[src/hdl/xsf_pkg.sv]
// Package for the XOR sprite frame buffer.
// Shared constants, operation codes, state codes and structs; no dependencies.
`default_nettype none

package xsf_pkg;

  localparam int DEF_SCREEN_WIDTH    = 64;
  localparam int DEF_SCREEN_HEIGHT   = 32;
  localparam int DEF_MAX_SPRITE_ROWS = 16;

  localparam int SPRITE_BITS = 8;
  localparam int ROW_W       = 64;

  typedef enum logic [2:0] {
    OP_CLEAR      = 3'd0,
    OP_SET_PIXEL  = 3'd1,
    OP_READ_PIXEL = 3'd2,
    OP_DRAW_ROW   = 3'd3,
    OP_READ_ROW   = 3'd4
  } op_t;

  typedef enum logic {
    ST_IDLE = 1'b0,
    ST_EXEC = 1'b1
  } state_t;

  typedef struct packed {
    logic rd_en;
    logic wr_en;
    logic clr;
  } mem_ctl_t;

  typedef struct packed {
    logic             pixel_out;
    logic [ROW_W-1:0] row_bits;
    logic             collision;
    logic             sprite_done;
  } result_t;

endpackage

`default_nettype wire

[src/hdl/xsf_mem.sv]
// Frame memory: one row word per entry, registered read, per-row valid bits.
// A row whose valid bit is clear reads as blank. Uses xsf_pkg.
`default_nettype none

module xsf_mem #(
  parameter int SCREEN_WIDTH  = xsf_pkg::DEF_SCREEN_WIDTH,
  parameter int SCREEN_HEIGHT = xsf_pkg::DEF_SCREEN_HEIGHT,
  parameter int ROW_AW        = 5
) (
  input  wire logic                    clk,
  input  wire logic                    rst_n,
  input  wire xsf_pkg::mem_ctl_t       ctl,
  input  wire logic [ROW_AW-1:0]       rd_addr,
  input  wire logic [ROW_AW-1:0]       wr_addr,
  input  wire logic [SCREEN_WIDTH-1:0] wr_data,
  output logic      [SCREEN_WIDTH-1:0] rd_data
);
  import xsf_pkg::*;

  logic [SCREEN_WIDTH-1:0]  mem [SCREEN_HEIGHT];
  logic [SCREEN_HEIGHT-1:0] valid_r;
  logic [SCREEN_WIDTH-1:0]  rdata_r;
  logic                     rvalid_r;

  always_ff @(posedge clk) begin
    if (ctl.wr_en) begin
      mem[wr_addr] <= wr_data;
    end
    if (ctl.rd_en) begin
      rdata_r  <= mem[rd_addr];
      rvalid_r <= valid_r[rd_addr];
    end
  end

  always_ff @(posedge clk) begin
    if (!rst_n) begin
      valid_r <= '0;
    end else if (ctl.clr) begin
      valid_r <= '0;
    end else if (ctl.wr_en) begin
      valid_r[wr_addr] <= 1'b1;
    end
  end

  assign rd_data = rvalid_r ? rdata_r : '0;

endmodule

`default_nettype wire

[src/hdl/xsf_ctrl.sv]
// Sequencer for the frame buffer: address wrap, row read, modify, write back.
// Builds sprite masks and the collision flag. Uses xsf_pkg.
`default_nettype none

module xsf_ctrl #(
  parameter int SCREEN_WIDTH    = xsf_pkg::DEF_SCREEN_WIDTH,
  parameter int SCREEN_HEIGHT   = xsf_pkg::DEF_SCREEN_HEIGHT,
  parameter int MAX_SPRITE_ROWS = xsf_pkg::DEF_MAX_SPRITE_ROWS,
  parameter int ROW_AW          = 5,
  parameter int COL_W           = 6
) (
  input  wire logic                    clk,
  input  wire logic                    rst_n,
  input  wire logic                    in_valid,
  output logic                         in_ready,
  input  wire logic [2:0]              in_operation,
  input  wire logic [5:0]              in_x,
  input  wire logic [4:0]              in_y,
  input  wire logic                    in_pixel_value,
  input  wire logic [7:0]              in_sprite_byte,
  input  wire logic [3:0]              in_row_index,
  input  wire logic                    in_last_row,
  input  wire logic                    out_free,
  output logic                         res_load,
  output xsf_pkg::result_t             res,
  output xsf_pkg::mem_ctl_t            mem_ctl,
  output logic      [ROW_AW-1:0]       mem_rd_addr,
  output logic      [ROW_AW-1:0]       mem_wr_addr,
  output logic      [SCREEN_WIDTH-1:0] mem_wr_data,
  input  wire logic [SCREEN_WIDTH-1:0] mem_rd_data
);
  import xsf_pkg::*;

  // wrap tables, filled at elaboration
  logic [ROW_AW-1:0] row_tab [64];
  logic [COL_W-1:0]  col_tab [64];

  for (genvar i = 0; i < 64; i++) begin : g_tab
    localparam int RM = i % SCREEN_HEIGHT;
    localparam int CM = i % SCREEN_WIDTH;
    assign row_tab[i] = ROW_AW'(RM);
    assign col_tab[i] = COL_W'(CM);
  end

  state_t                  state_r, state_nxt;
  logic                    coll_r, coll_nxt;
  op_t                     op_r;
  logic [ROW_AW-1:0]       row_r;
  logic [COL_W-1:0]        col_r;
  logic                    val_r;
  logic [7:0]              pat_r;
  logic [3:0]              ridx_r;
  logic                    last_r;

  logic                    accept;
  logic [5:0]              row_idx;
  logic [ROW_AW-1:0]       row_sel;
  logic [SCREEN_WIDTH-1:0] spread;
  logic [SCREEN_WIDTH-1:0] bit_mask;
  logic                    draw_ok;
  logic                    coll_draw;

  assign accept  = in_valid && in_ready;
  assign row_idx = (op_t'(in_operation) == OP_DRAW_ROW) ?
                   (6'(in_y) + 6'(in_row_index)) : 6'(in_y);
  assign row_sel = row_tab[row_idx];
  assign mem_rd_addr = row_sel;
  assign mem_wr_addr = row_r;

  always_comb begin
    logic [COL_W:0] c;
    spread = '0;
    for (int k = 0; k < SPRITE_BITS; k++) begin
      c = {1'b0, col_r} + (COL_W+1)'(k);
      if (c >= (COL_W+1)'(SCREEN_WIDTH)) begin
        c = c - (COL_W+1)'(SCREEN_WIDTH);
      end
      if (pat_r[SPRITE_BITS-1-k]) begin
        spread[c[COL_W-1:0]] = 1'b1;
      end
    end
  end

  assign bit_mask  = SCREEN_WIDTH'(1) << col_r;
  assign draw_ok   = int'(ridx_r) < MAX_SPRITE_ROWS;
  assign coll_draw = ((ridx_r == '0) ? 1'b0 : coll_r) | (|(mem_rd_data & spread));

  always_ff @(posedge clk) begin
    if (!rst_n) begin
      state_r <= ST_IDLE;
      coll_r  <= 1'b0;
    end else begin
      state_r <= state_nxt;
      coll_r  <= coll_nxt;
    end
  end

  always_ff @(posedge clk) begin
    if (accept) begin
      op_r   <= op_t'(in_operation);
      row_r  <= row_sel;
      col_r  <= col_tab[in_x];
      val_r  <= in_pixel_value;
      pat_r  <= in_sprite_byte;
      ridx_r <= in_row_index;
      last_r <= in_last_row;
    end
  end

  always_comb begin
    state_nxt     = state_r;
    coll_nxt      = coll_r;
    in_ready      = 1'b0;
    res_load      = 1'b0;
    res           = '0;
    mem_ctl       = '0;
    mem_wr_data   = mem_rd_data;
    unique case (state_r)
      ST_IDLE: begin
        in_ready      = 1'b1;
        mem_ctl.rd_en = in_valid;
        if (in_valid) begin
          state_nxt = ST_EXEC;
        end
      end
      ST_EXEC: begin
        if (out_free) begin
          res_load  = 1'b1;
          state_nxt = ST_IDLE;
          unique case (op_r)
            OP_CLEAR: begin
              mem_ctl.clr = 1'b1;
            end
            OP_SET_PIXEL: begin
              mem_ctl.wr_en = 1'b1;
              mem_wr_data   = val_r ? (mem_rd_data | bit_mask) : (mem_rd_data & ~bit_mask);
            end
            OP_READ_PIXEL: begin
              res.pixel_out = mem_rd_data[col_r];
            end
            OP_DRAW_ROW: begin
              if (draw_ok) begin
                mem_ctl.wr_en = 1'b1;
                mem_wr_data   = mem_rd_data ^ spread;
                coll_nxt      = coll_draw;
              end
              res.collision   = draw_ok ? coll_draw : coll_r;
              res.sprite_done = last_r;
            end
            OP_READ_ROW: begin
              res.row_bits = ROW_W'(mem_rd_data);
            end
            default: begin
            end
          endcase
        end
      end
      default: begin
        state_nxt = ST_IDLE;
      end
    endcase
  end

  a_accept_exec: assert property (@(posedge clk) disable iff (!rst_n)
    accept |=> state_r == ST_EXEC)
    else $error("accepted item did not enter execute");

  a_write_with_result: assert property (@(posedge clk) disable iff (!rst_n)
    (mem_ctl.wr_en || mem_ctl.clr) |-> res_load)
    else $error("frame write without result load");

  a_load_free: assert property (@(posedge clk) disable iff (!rst_n)
    res_load |-> out_free && state_r == ST_EXEC)
    else $error("result loaded into occupied output register");

endmodule

`default_nettype wire

[src/hdl/xor_sprite_framebuffer_unit.sv]
// XOR sprite frame buffer, top level. Uses xsf_pkg, xsf_mem, xsf_ctrl.
// The row is read at the item's accepting edge; in execute it is modified, written back
// and the result loaded into the output register, waiting while that register is full.
// No new item is taken until the read-modify-write of its row ends; clear runs the same way.
// Reset (rst_n low, synchronous) clears all per-row valid bits, so the frame
// reads blank at once with no clearing pass, and clears the collision flag.
`default_nettype none

module xor_sprite_framebuffer_unit #(
  parameter int SCREEN_WIDTH    = xsf_pkg::DEF_SCREEN_WIDTH,
  parameter int SCREEN_HEIGHT   = xsf_pkg::DEF_SCREEN_HEIGHT,
  parameter int MAX_SPRITE_ROWS = xsf_pkg::DEF_MAX_SPRITE_ROWS
) (
  input  wire logic        clk,
  input  wire logic        rst_n,
  input  wire logic        in_valid,
  output logic             in_ready,
  input  wire logic [2:0]  in_operation,
  input  wire logic [5:0]  in_x,
  input  wire logic [4:0]  in_y,
  input  wire logic        in_pixel_value,
  input  wire logic [7:0]  in_sprite_byte,
  input  wire logic [3:0]  in_row_index,
  input  wire logic        in_last_row,
  output logic             out_valid,
  input  wire logic        out_ready,
  output logic             out_pixel_out,
  output logic [63:0]      out_row_bits,
  output logic             out_collision,
  output logic             out_sprite_done
);
  import xsf_pkg::*;

  localparam int ROW_AW = (SCREEN_HEIGHT > 1) ? $clog2(SCREEN_HEIGHT) : 1;
  localparam int COL_W  = $clog2(SCREEN_WIDTH);

  mem_ctl_t                mem_ctl;
  logic [ROW_AW-1:0]       mem_rd_addr;
  logic [ROW_AW-1:0]       mem_wr_addr;
  logic [SCREEN_WIDTH-1:0] mem_wr_data;
  logic [SCREEN_WIDTH-1:0] mem_rd_data;
  logic                    res_load;
  result_t                 res;
  result_t                 res_r;
  logic                    out_valid_r, out_valid_nxt;
  logic                    out_free;

  xsf_mem #(
    .SCREEN_WIDTH  (SCREEN_WIDTH),
    .SCREEN_HEIGHT (SCREEN_HEIGHT),
    .ROW_AW        (ROW_AW)
  ) u_mem (
    .clk     (clk),
    .rst_n   (rst_n),
    .ctl     (mem_ctl),
    .rd_addr (mem_rd_addr),
    .wr_addr (mem_wr_addr),
    .wr_data (mem_wr_data),
    .rd_data (mem_rd_data)
  );

  xsf_ctrl #(
    .SCREEN_WIDTH    (SCREEN_WIDTH),
    .SCREEN_HEIGHT   (SCREEN_HEIGHT),
    .MAX_SPRITE_ROWS (MAX_SPRITE_ROWS),
    .ROW_AW          (ROW_AW),
    .COL_W           (COL_W)
  ) u_ctrl (
    .clk            (clk),
    .rst_n          (rst_n),
    .in_valid       (in_valid),
    .in_ready       (in_ready),
    .in_operation   (in_operation),
    .in_x           (in_x),
    .in_y           (in_y),
    .in_pixel_value (in_pixel_value),
    .in_sprite_byte (in_sprite_byte),
    .in_row_index   (in_row_index),
    .in_last_row    (in_last_row),
    .out_free       (out_free),
    .res_load       (res_load),
    .res            (res),
    .mem_ctl        (mem_ctl),
    .mem_rd_addr    (mem_rd_addr),
    .mem_wr_addr    (mem_wr_addr),
    .mem_wr_data    (mem_wr_data),
    .mem_rd_data    (mem_rd_data)
  );

  // output register
  assign out_free      = !out_valid_r || out_ready;
  assign out_valid_nxt = res_load || (out_valid_r && !out_ready);

  always_ff @(posedge clk) begin
    if (!rst_n) begin
      out_valid_r <= 1'b0;
    end else begin
      out_valid_r <= out_valid_nxt;
    end
  end

  always_ff @(posedge clk) begin
    if (res_load) begin
      res_r <= res;
    end
  end

  assign out_valid       = out_valid_r;
  assign out_pixel_out   = res_r.pixel_out;
  assign out_row_bits    = res_r.row_bits;
  assign out_collision   = res_r.collision;
  assign out_sprite_done = res_r.sprite_done;

endmodule

`default_nettype wire
[config.mk]
export PLATFORM = sky130hd
export DESIGN_NAME = xor_sprite_framebuffer_unit
export DESIGN_NICKNAME = d
export VERILOG_FILES = /design/src/hdl/xsf_pkg.sv /design/src/hdl/xsf_mem.sv /design/src/hdl/xsf_ctrl.sv /design/src/hdl/xor_sprite_framebuffer_unit.sv
export SDC_FILE = /design/constraint.sdc
export NUM_CORES = 2
export LEC_CHECK = 0
export BUFFER_PORTS_ARGS = -buffer_cell sky130_fd_sc_hd__buf_2
export CAP_MARGIN = 20
export CORE_MARGIN = 4
export CORE_UTILIZATION = 55
export DETAILED_ROUTE_END_ITERATION = 12
export HOLD_SLACK_MARGIN = 0.05
export PLACE_DENSITY = 0.71
export SYNTH_ARGS = -nofsm -noshare
export SYNTH_HDL_FRONTEND = slang
export SYNTH_HIERARCHICAL = 1
export SYNTH_SLANG_ARGS = --single-unit
export TNS_END_PERCENT = 30
[constraint.sdc]
create_clock -name clk -period 6.57 [get_ports clk]
set_input_delay 0.3285 -clock clk [delete_from_list [all_inputs] [get_ports clk]]
set_output_delay 0.3285 -clock clk [all_outputs]
set_load 0.01 [all_outputs]
-- After elaboration in Yosys (flattened, before gate mapping)
Memory sizes are Yosys's and may differ from the RTL's. A register that Yosys moved wholly into a read port is not among the register bits.
Cells that the tools add are included.
- $add $sub $neg: 16
- order comparisons: 29
- equal/unequal tests: 5
- shifts and indexed selects: 1
- multiplexer cells: 60
- bitwise operators: 18
- reduce and logical (&&, ||, !) cells: 23
- operators by type and width (cell ; number):
    $mux W64 ; 12
    $or A64 B64 Y64 ; 8
    $and A64 B64 Y64 ; 2
    $pmux W64 S2 ; 1
    $not A64 Y64 ; 1
    $reduce_or A64 Y1 ; 1
    $shl A1 B6 Y64 const A ; 1
    $xor A64 B64 Y64 ; 1
    $lt A6 B7 Y1 const B ; 9
    $ge A7 B7 Y1 const B ; 8
    $mux W6 ; 9
    $demux W1 S6 ; 8
    $ge A6 B1 Y1 const B ; 8
    $sub A6 B1 Y6 const B ; 8
    $or A32 B32 Y32 ; 1
    $add A6 B3 Y7 const B ; 4
    $mux W1 ; 22
    $add A6 B2 Y7 const B ; 2
    $not A6 Y7 ; 2
    $lt A5 B6 Y1 const B ; 2
    $logic_and A1 B1 Y1 ; 11
    $mux W5 ; 2
    $eq A3 B2 Y1 const B ; 3
    $reduce_and A3 Y1 ; 3
    other kinds (18) ; 23
- flip-flop bits (word level): 125
- bits in writable memories: 2048
- bits in read-only memories: 704
- bits of input ports: 32
- output and inout port bits: 69
- logic and storage cells: 170
- memories kept: 3
- memories (name ; depth ; width ; rd ports ; clocked after memory_dff ; write ports ; line ; text):
    u_mem.mem ; 32 ; 64 ; 1 ; 1 ; 1 ; xsf_mem.sv:20 ; logic [SCREEN_WIDTH-1:0] mem [SCREEN_HEIGHT];
    (no name shown) ; 64 ; 6 ; 1 ; 1 ; 0 ; xsf_ctrl.sv:102 ; col_r <= col_tab[in_x];
    (no name shown) ; 64 ; 5 ; 1 ; 0 ; 0 ; xsf_ctrl.sv:66 ; assign row_sel = row_tab[row_idx];

-- Longest topological paths before layout
- depth after elaboration: 25
- mapped depth: 17

-- By module
Netlist, hierarchy kept.
- modules (own cells, without submodules) (module ; times used ; cells an instance ; area an instance (um2) ; seq. area each (um2)):
    xsf_mem ; 1 ; 3939 ; 81476.9 ; 64091.5
    xsf_ctrl ; 1 ; 1464 ; 10020.9 ; 880.8
    xor_sprite_framebuffer_unit ; 1 ; 71 ; 2060.7 ; 2031.9

-- Least setup slack after synthesis
OpenSTA, ideal clock, no wires.
- kind: flip-flop to flip-flop
- start point: reg u_ctrl.op_r[2]
- end point: mem u_mem/mem[28][0] (netlist name) (enable)
- library setup time: 488 ps
- arrival: 4869 ps
- slack: 1213 ps
- cell stages (with the launch flop): 9
- clock period less this slack: 5357 ps
- path through: edfxtp_1 nand4b_1 clkbuf_1 inv_1 clkbuf_1 buf_1 or3b_2 clkbuf_1 nor2_1
- RTL lines (what ; line ; text):
    start, declared ; xsf_ctrl.sv:47 ; op_t op_r;
    start signal, assigned ; xsf_ctrl.sv:100 ; op_r <= op_t'(in_operation);
    end, declared ; xsf_mem.sv:20 ;

-- Final worst setup path
- start point: reg u_ctrl.col_r[0]
- end point: reg u_ctrl.coll_r
- cells in the longest elaborated chain, start to end: 24
- ends and longest elaborated chain (what ; line ; text):
    start, declared ; xsf_ctrl.sv:49 ; logic [COL_W-1:0] col_r;
    $add A6 B1 Y7 (tied with other cells) ; xsf_ctrl.sv:74 ; c = {1'b0, col_r} + (COL_W+1)'(k);
    $sub A6 B1 Y6 (tied with other cells) ; xsf_ctrl.sv:76 ; c = c - (COL_W+1)'(SCREEN_WIDTH);
    $mux W6 (tied with other cells) ; xsf_ctrl.sv:75 ; if (c >= (COL_W+1)'(SCREEN_WIDTH)) begin
    $lt A6 B7 Y1 (implied by the code) (tied with other cells) ; xsf_ctrl.sv:79 ; spread[c[COL_W-1:0]] = 1'b1;
    $logic_and A1 B1 Y1 (implied by the code) or $mux W1 (tied branches) ; xsf_ctrl.sv:79 ;
    $mux W1 (implied by the code) or $demux W1 S6 (tied branches) ; -- ;
    $demux W1 S6 or $mux W64 (tied branches) ; -- ;
    $or A64 B64 Y64 (no source line) ; -- ;
    [... 8 more ...] ; -- ;
    $mux W64 ; xsf_ctrl.sv:78 ; if (pat_r[SPRITE_BITS-1-k]) begin
    $or A64 B64 Y64 (no source line) ; -- ;
    $mux W64 ; xsf_ctrl.sv:78 ;
    $or A64 B64 Y64 (no source line) ; -- ;
    $mux W64 (*) ; xsf_ctrl.sv:78 ;
    $and A64 B64 Y64 (*) ; xsf_ctrl.sv:86 ; assign coll_draw = ((ridx_r == '0) ? 1'b0 : coll_r) | (|(mem_rd_data & spread));
    $reduce_or A64 Y1 (*) ; xsf_ctrl.sv:86 ;
    $or A1 B1 Y1 (*) ; xsf_ctrl.sv:86 ;
    end signal, assigned ; xsf_ctrl.sv:94 ; coll_r <= coll_nxt;
    end, declared ; xsf_ctrl.sv:46 ; logic coll_r, coll_nxt;
Mark *: on every way between the ends. The rest lies on a longest branch, timed or not.
A chain may end at the register's enable or synchronous reset.

==> run summary <==
result of the run: finished clean
Critical-path top delay cell: sky130_fd_sc_hd__a2111oi_1
routed length per instance: 38.9 um
post-cts repair resize count: 0
first-pass GRT wire length: 439 mm
skew final: 0.102 ns
vias in the first global route: 55,900
post-synthesis cell type count: 87
clock-pin slew on the worst setup and hold paths: 0.07 ns
CTS tree: done
worst setup path startpoint: u_ctrl/col_r[0]
FP Rows: 151
P per Cell Area: 294 nW/um^2
minimum setup slack after placement: 1.05 ns
global routing usage summed across all routing layers: 35.9%
net total in the final layout: 5,883
total setup violations reported at the end of the flow: 0
Reg2Reg Depth: 15
number of enable flip-flop cells after synthesis: 2,208
H-tree Lvls: 4
area overhead of the layout relative to synthesis: 12.9%
most frequently used cell type in the post-synthesis netlist: sky130_fd_sc_hd__edfxtp_1
total DRC errors in the routed layout: 0
number of setup buffers added after CTS: 0
post-synth top area share: 70.9%
Layout Cell Area excl Fill: 106,000 um^2
clock root buffer master: sky130_fd_sc_hd__clkbuf_16
Hold EP: u_ctrl/pat_r[1]
cell types with the highest counts after synthesis: 2,208 x sky130_fd_sc_hd__edfxtp_1, 529 x sky130_fd_sc_hd__mux2i_1, 407 x sky130_fd_sc_hd__a22oi_1
worst hold path stage count: 2
Post-Syn Instances: 5,474
Critical Path Sink Type: flop
part of the Yosys area used for sequential elements: 71.6%
share of the core filled with cells in the final layout: 62.4%
largest stage delay on the critical path: 0.97 ns
detail-routed via count per cell: 7.08
Worst Setup Slack, final: 0.927 ns
area of the core: 169,000 um^2
filler cell count in the final layout: 11,900
vias after detailed routing: 57,800
maximum clock frequency: 177 MHz
post-route fraction of the period consumed by the critical path: 85.9%
full die area: 177,000 um^2
buffers added on ports: 100
Top-Level Pins: 101
worst ir drop on vdd: 0.000283 V
Top FF cell, synth: sky130_fd_sc_hd__edfxtp_1
sum of overflow across all layers after global routing: 0
half-perimeter wire length after placement: 197 mm
total of flip-flops plus latches after synthesis: 2,243
pin count of the biggest net entering global routing: 118
post-synthesis net count: 5,585
required time at the worst-slack endpoint: 7.36 ns
final slew viol count: 0
Worst path most repeated cell: sky130_fd_sc_hd__nor4_1
die height: 420 um
maximum fanout along the worst path: 15
chain of cells forming the critical path: inv_1, ha_1, nor2b_1, nand2_1, nor4_1, a2111oi_1, buf_4, o211ai_1, ha_1, nor4_1, nand4_1, nor4_1, buf_4, a21oi_1, o21a_1
remaining antenna violation count after routing: 0
Worst-Skew Late Latency: 0.89 ns
number of maximum-capacitance constraint violations: 0
total count of hold-check failures in the final report: 0
count of clock tree sinks: 2,243
main area contributors after synthesis: sky130_fd_sc_hd__edfxtp_1 71%, sky130_fd_sc_hd__mux4_2 6.4%, sky130_fd_sc_hd__mux2i_1 5.7%
DIE WIDTH: 420 um
startpoint type of the worst setup path: flop
launch point of the worst reg-to-reg path: u_ctrl/col_r[0]
syn avg cell area: 17.1 um^2
initial antenna violation count: 14
largest area contributor in the synthesized netlist: sky130_fd_sc_hd__edfxtp_1
Arrival @ worst endpoint: 6.43 ns
Worst Hold Launch: in_sprite_byte[1]
share of layout cells above drive strength 1: 19.2%
number of DRC markers after the initial detailed-route iteration: 8,629
Synth async-reset ratio: 0%
Final TNS setup: 0 ns
power after layout: 31.0 mW
placed cell areas: 98,500 um^2
Hold/Removal Path Class: primary input to flop
synthesis warning total: 6
critical path class: flop to flop
maximum clock insertion buffer count: 3
max_slew headroom: 11.7%
routability-driven placement congestion ratio: 1.06
min Tclk post-route: 5.64 ns
starting utilization of the core area: 55.3%
reg2reg setup slack: 0.93 ns
Worst Tran Pin Value: 1.31 ns
Leak: 35.2 nW
wire length after detailed routing: 318 mm
number of buffers inserted during clock tree synthesis: 213
Mapped Area: 93,600 um^2
number of iterations in the first detailed-routing pass: 8
Crit Reg-Reg Endpoint: u_ctrl/coll_r
RSZ-0062 raised after global routing: no
-- worst max path at each step --
stage / slack (ns) / to / cells past startpoint
2_1_floorplan: 1.21 / u_mem/mem[28][0] / 8
3_3_place_gp: 0.99 / u_ctrl/coll_r / 16
3_5_place_dp: 1.05 / u_ctrl/coll_r / 16
4_1_cts: 1.01 / u_ctrl/coll_r / 16
5_1_grt: 0.90 / u_ctrl/coll_r / 16
6_report: 0.93 / u_ctrl/coll_r / 15
-- power breakdown --
part	leakage [nW]	switching, mW	internal, mW	total, mW
combinational	11.4	2.09	0.920	3.01
sequential	20.6	0.0532	16.0	16.0
clock	3.29	5.31	6.69	12.0
-- worst max-delay path: cells and delay by family (launching register included) --
family | cells | cell delay (ns)
compound gates | 4 | 1.40
flops | 1 | 0.44
buf+inv | 3 | 1.16
simple gates | 6 | 1.63
fa+ha+maj | 2 | 0.92
-- flip-flops by register name, summed over array words and instances, names as in the netlist, 3 cells and up --
register,cells
u_ctrl/pat_r,8
u_ctrl/col_r,6
u_ctrl/ridx_r,4
u_mem/valid_r,32
out_row_bits,64
u_mem/rdata_r,64
u_mem/mem,2048
u_ctrl/mem_wr_addr,5
u_ctrl/op_r,3
-- cell usage in the layout (no fill, tap or decap), types with 36 or more instances in the layout --
cell / count
sky130_fd_sc_hd__nor3_1: 61
sky130_fd_sc_hd__nand2_1: 84
sky130_fd_sc_hd__o22ai_1: 74
sky130_fd_sc_hd__ha_1: 78
sky130_fd_sc_hd__a22o_1: 41
sky130_fd_sc_hd__clkbuf_16: 213
sky130_fd_sc_hd__clkbuf_1: 58
sky130_fd_sc_hd__nor4_1: 36
sky130_fd_sc_hd__mux4_2: 264
sky130_fd_sc_hd__and2_1: 139
sky130_fd_sc_hd__a31oi_1: 55
sky130_fd_sc_hd__nand3_1: 194
sky130_fd_sc_hd__buf_2: 100
sky130_fd_sc_hd__clkinv_1: 41
sky130_fd_sc_hd__o21a_1: 37
sky130_fd_sc_hd__mux2i_1: 529
sky130_fd_sc_hd__buf_4: 280
sky130_fd_sc_hd__a22oi_1: 407
sky130_fd_sc_hd__edfxtp_1: 2208
sky130_fd_sc_hd__a21oi_1: 124
sky130_fd_sc_hd__nand4_1: 73
sky130_fd_sc_hd__nor2_1: 165
-- cell type report --
class	count	area, um^2	area share [%]
inverters	16	61.3	0.0580
flip-flops and latches	2243	67000	63.4
multi-input cells	2855	25400	24.1
repair buffers	443	3510	3.33
clock buffers	272	5560	5.27
clock inverters	111	1280	1.21
diodes	6	15.0	0.0142
well taps	2218	2780	2.63
-- metal layers --
layer	vias to the layer above	GRT usage (%)	share of wire, %
met4	4	17.0	5.4
met2	4002	53.7	45
met1	29900	51.2	38
met3	745	7.15	11
li1	23100	-	-
met5	-	0	0.0072
-- repair_timing --
item | CTS | global route
endpoints found under the hold margin | 43 | 0
setup endpoints to repair | 0 | 0
hold buffers | 26 | 0
-- per-stage QoR --
stage | hold slack [ns] | std cells
2_1_floorplan | 0.427 | 5474
3_3_place_gp | 0.442 | 7738
3_5_place_dp | 0.448 | 7748
4_1_cts | 0.122 | 8157
5_1_grt | 0.143 | 8158
6_report | 0.177 | 8164
-- cells by family after synthesis --
logic type / after synthesis / synth area share, %
DFF: 2243 / 71.6
AOI/OAI and AO/OA: 1002 / 7.74
and+or+nand+nor: 954 / 5.32
muxes: 801 / 12.1
buffers and inverters: 376 / 1.94
adders and majority gates: 79 / 1.06
xor gates and xnor gates: 19 / 0.210
No activity file was read; power rests on OpenSTA's default activity.
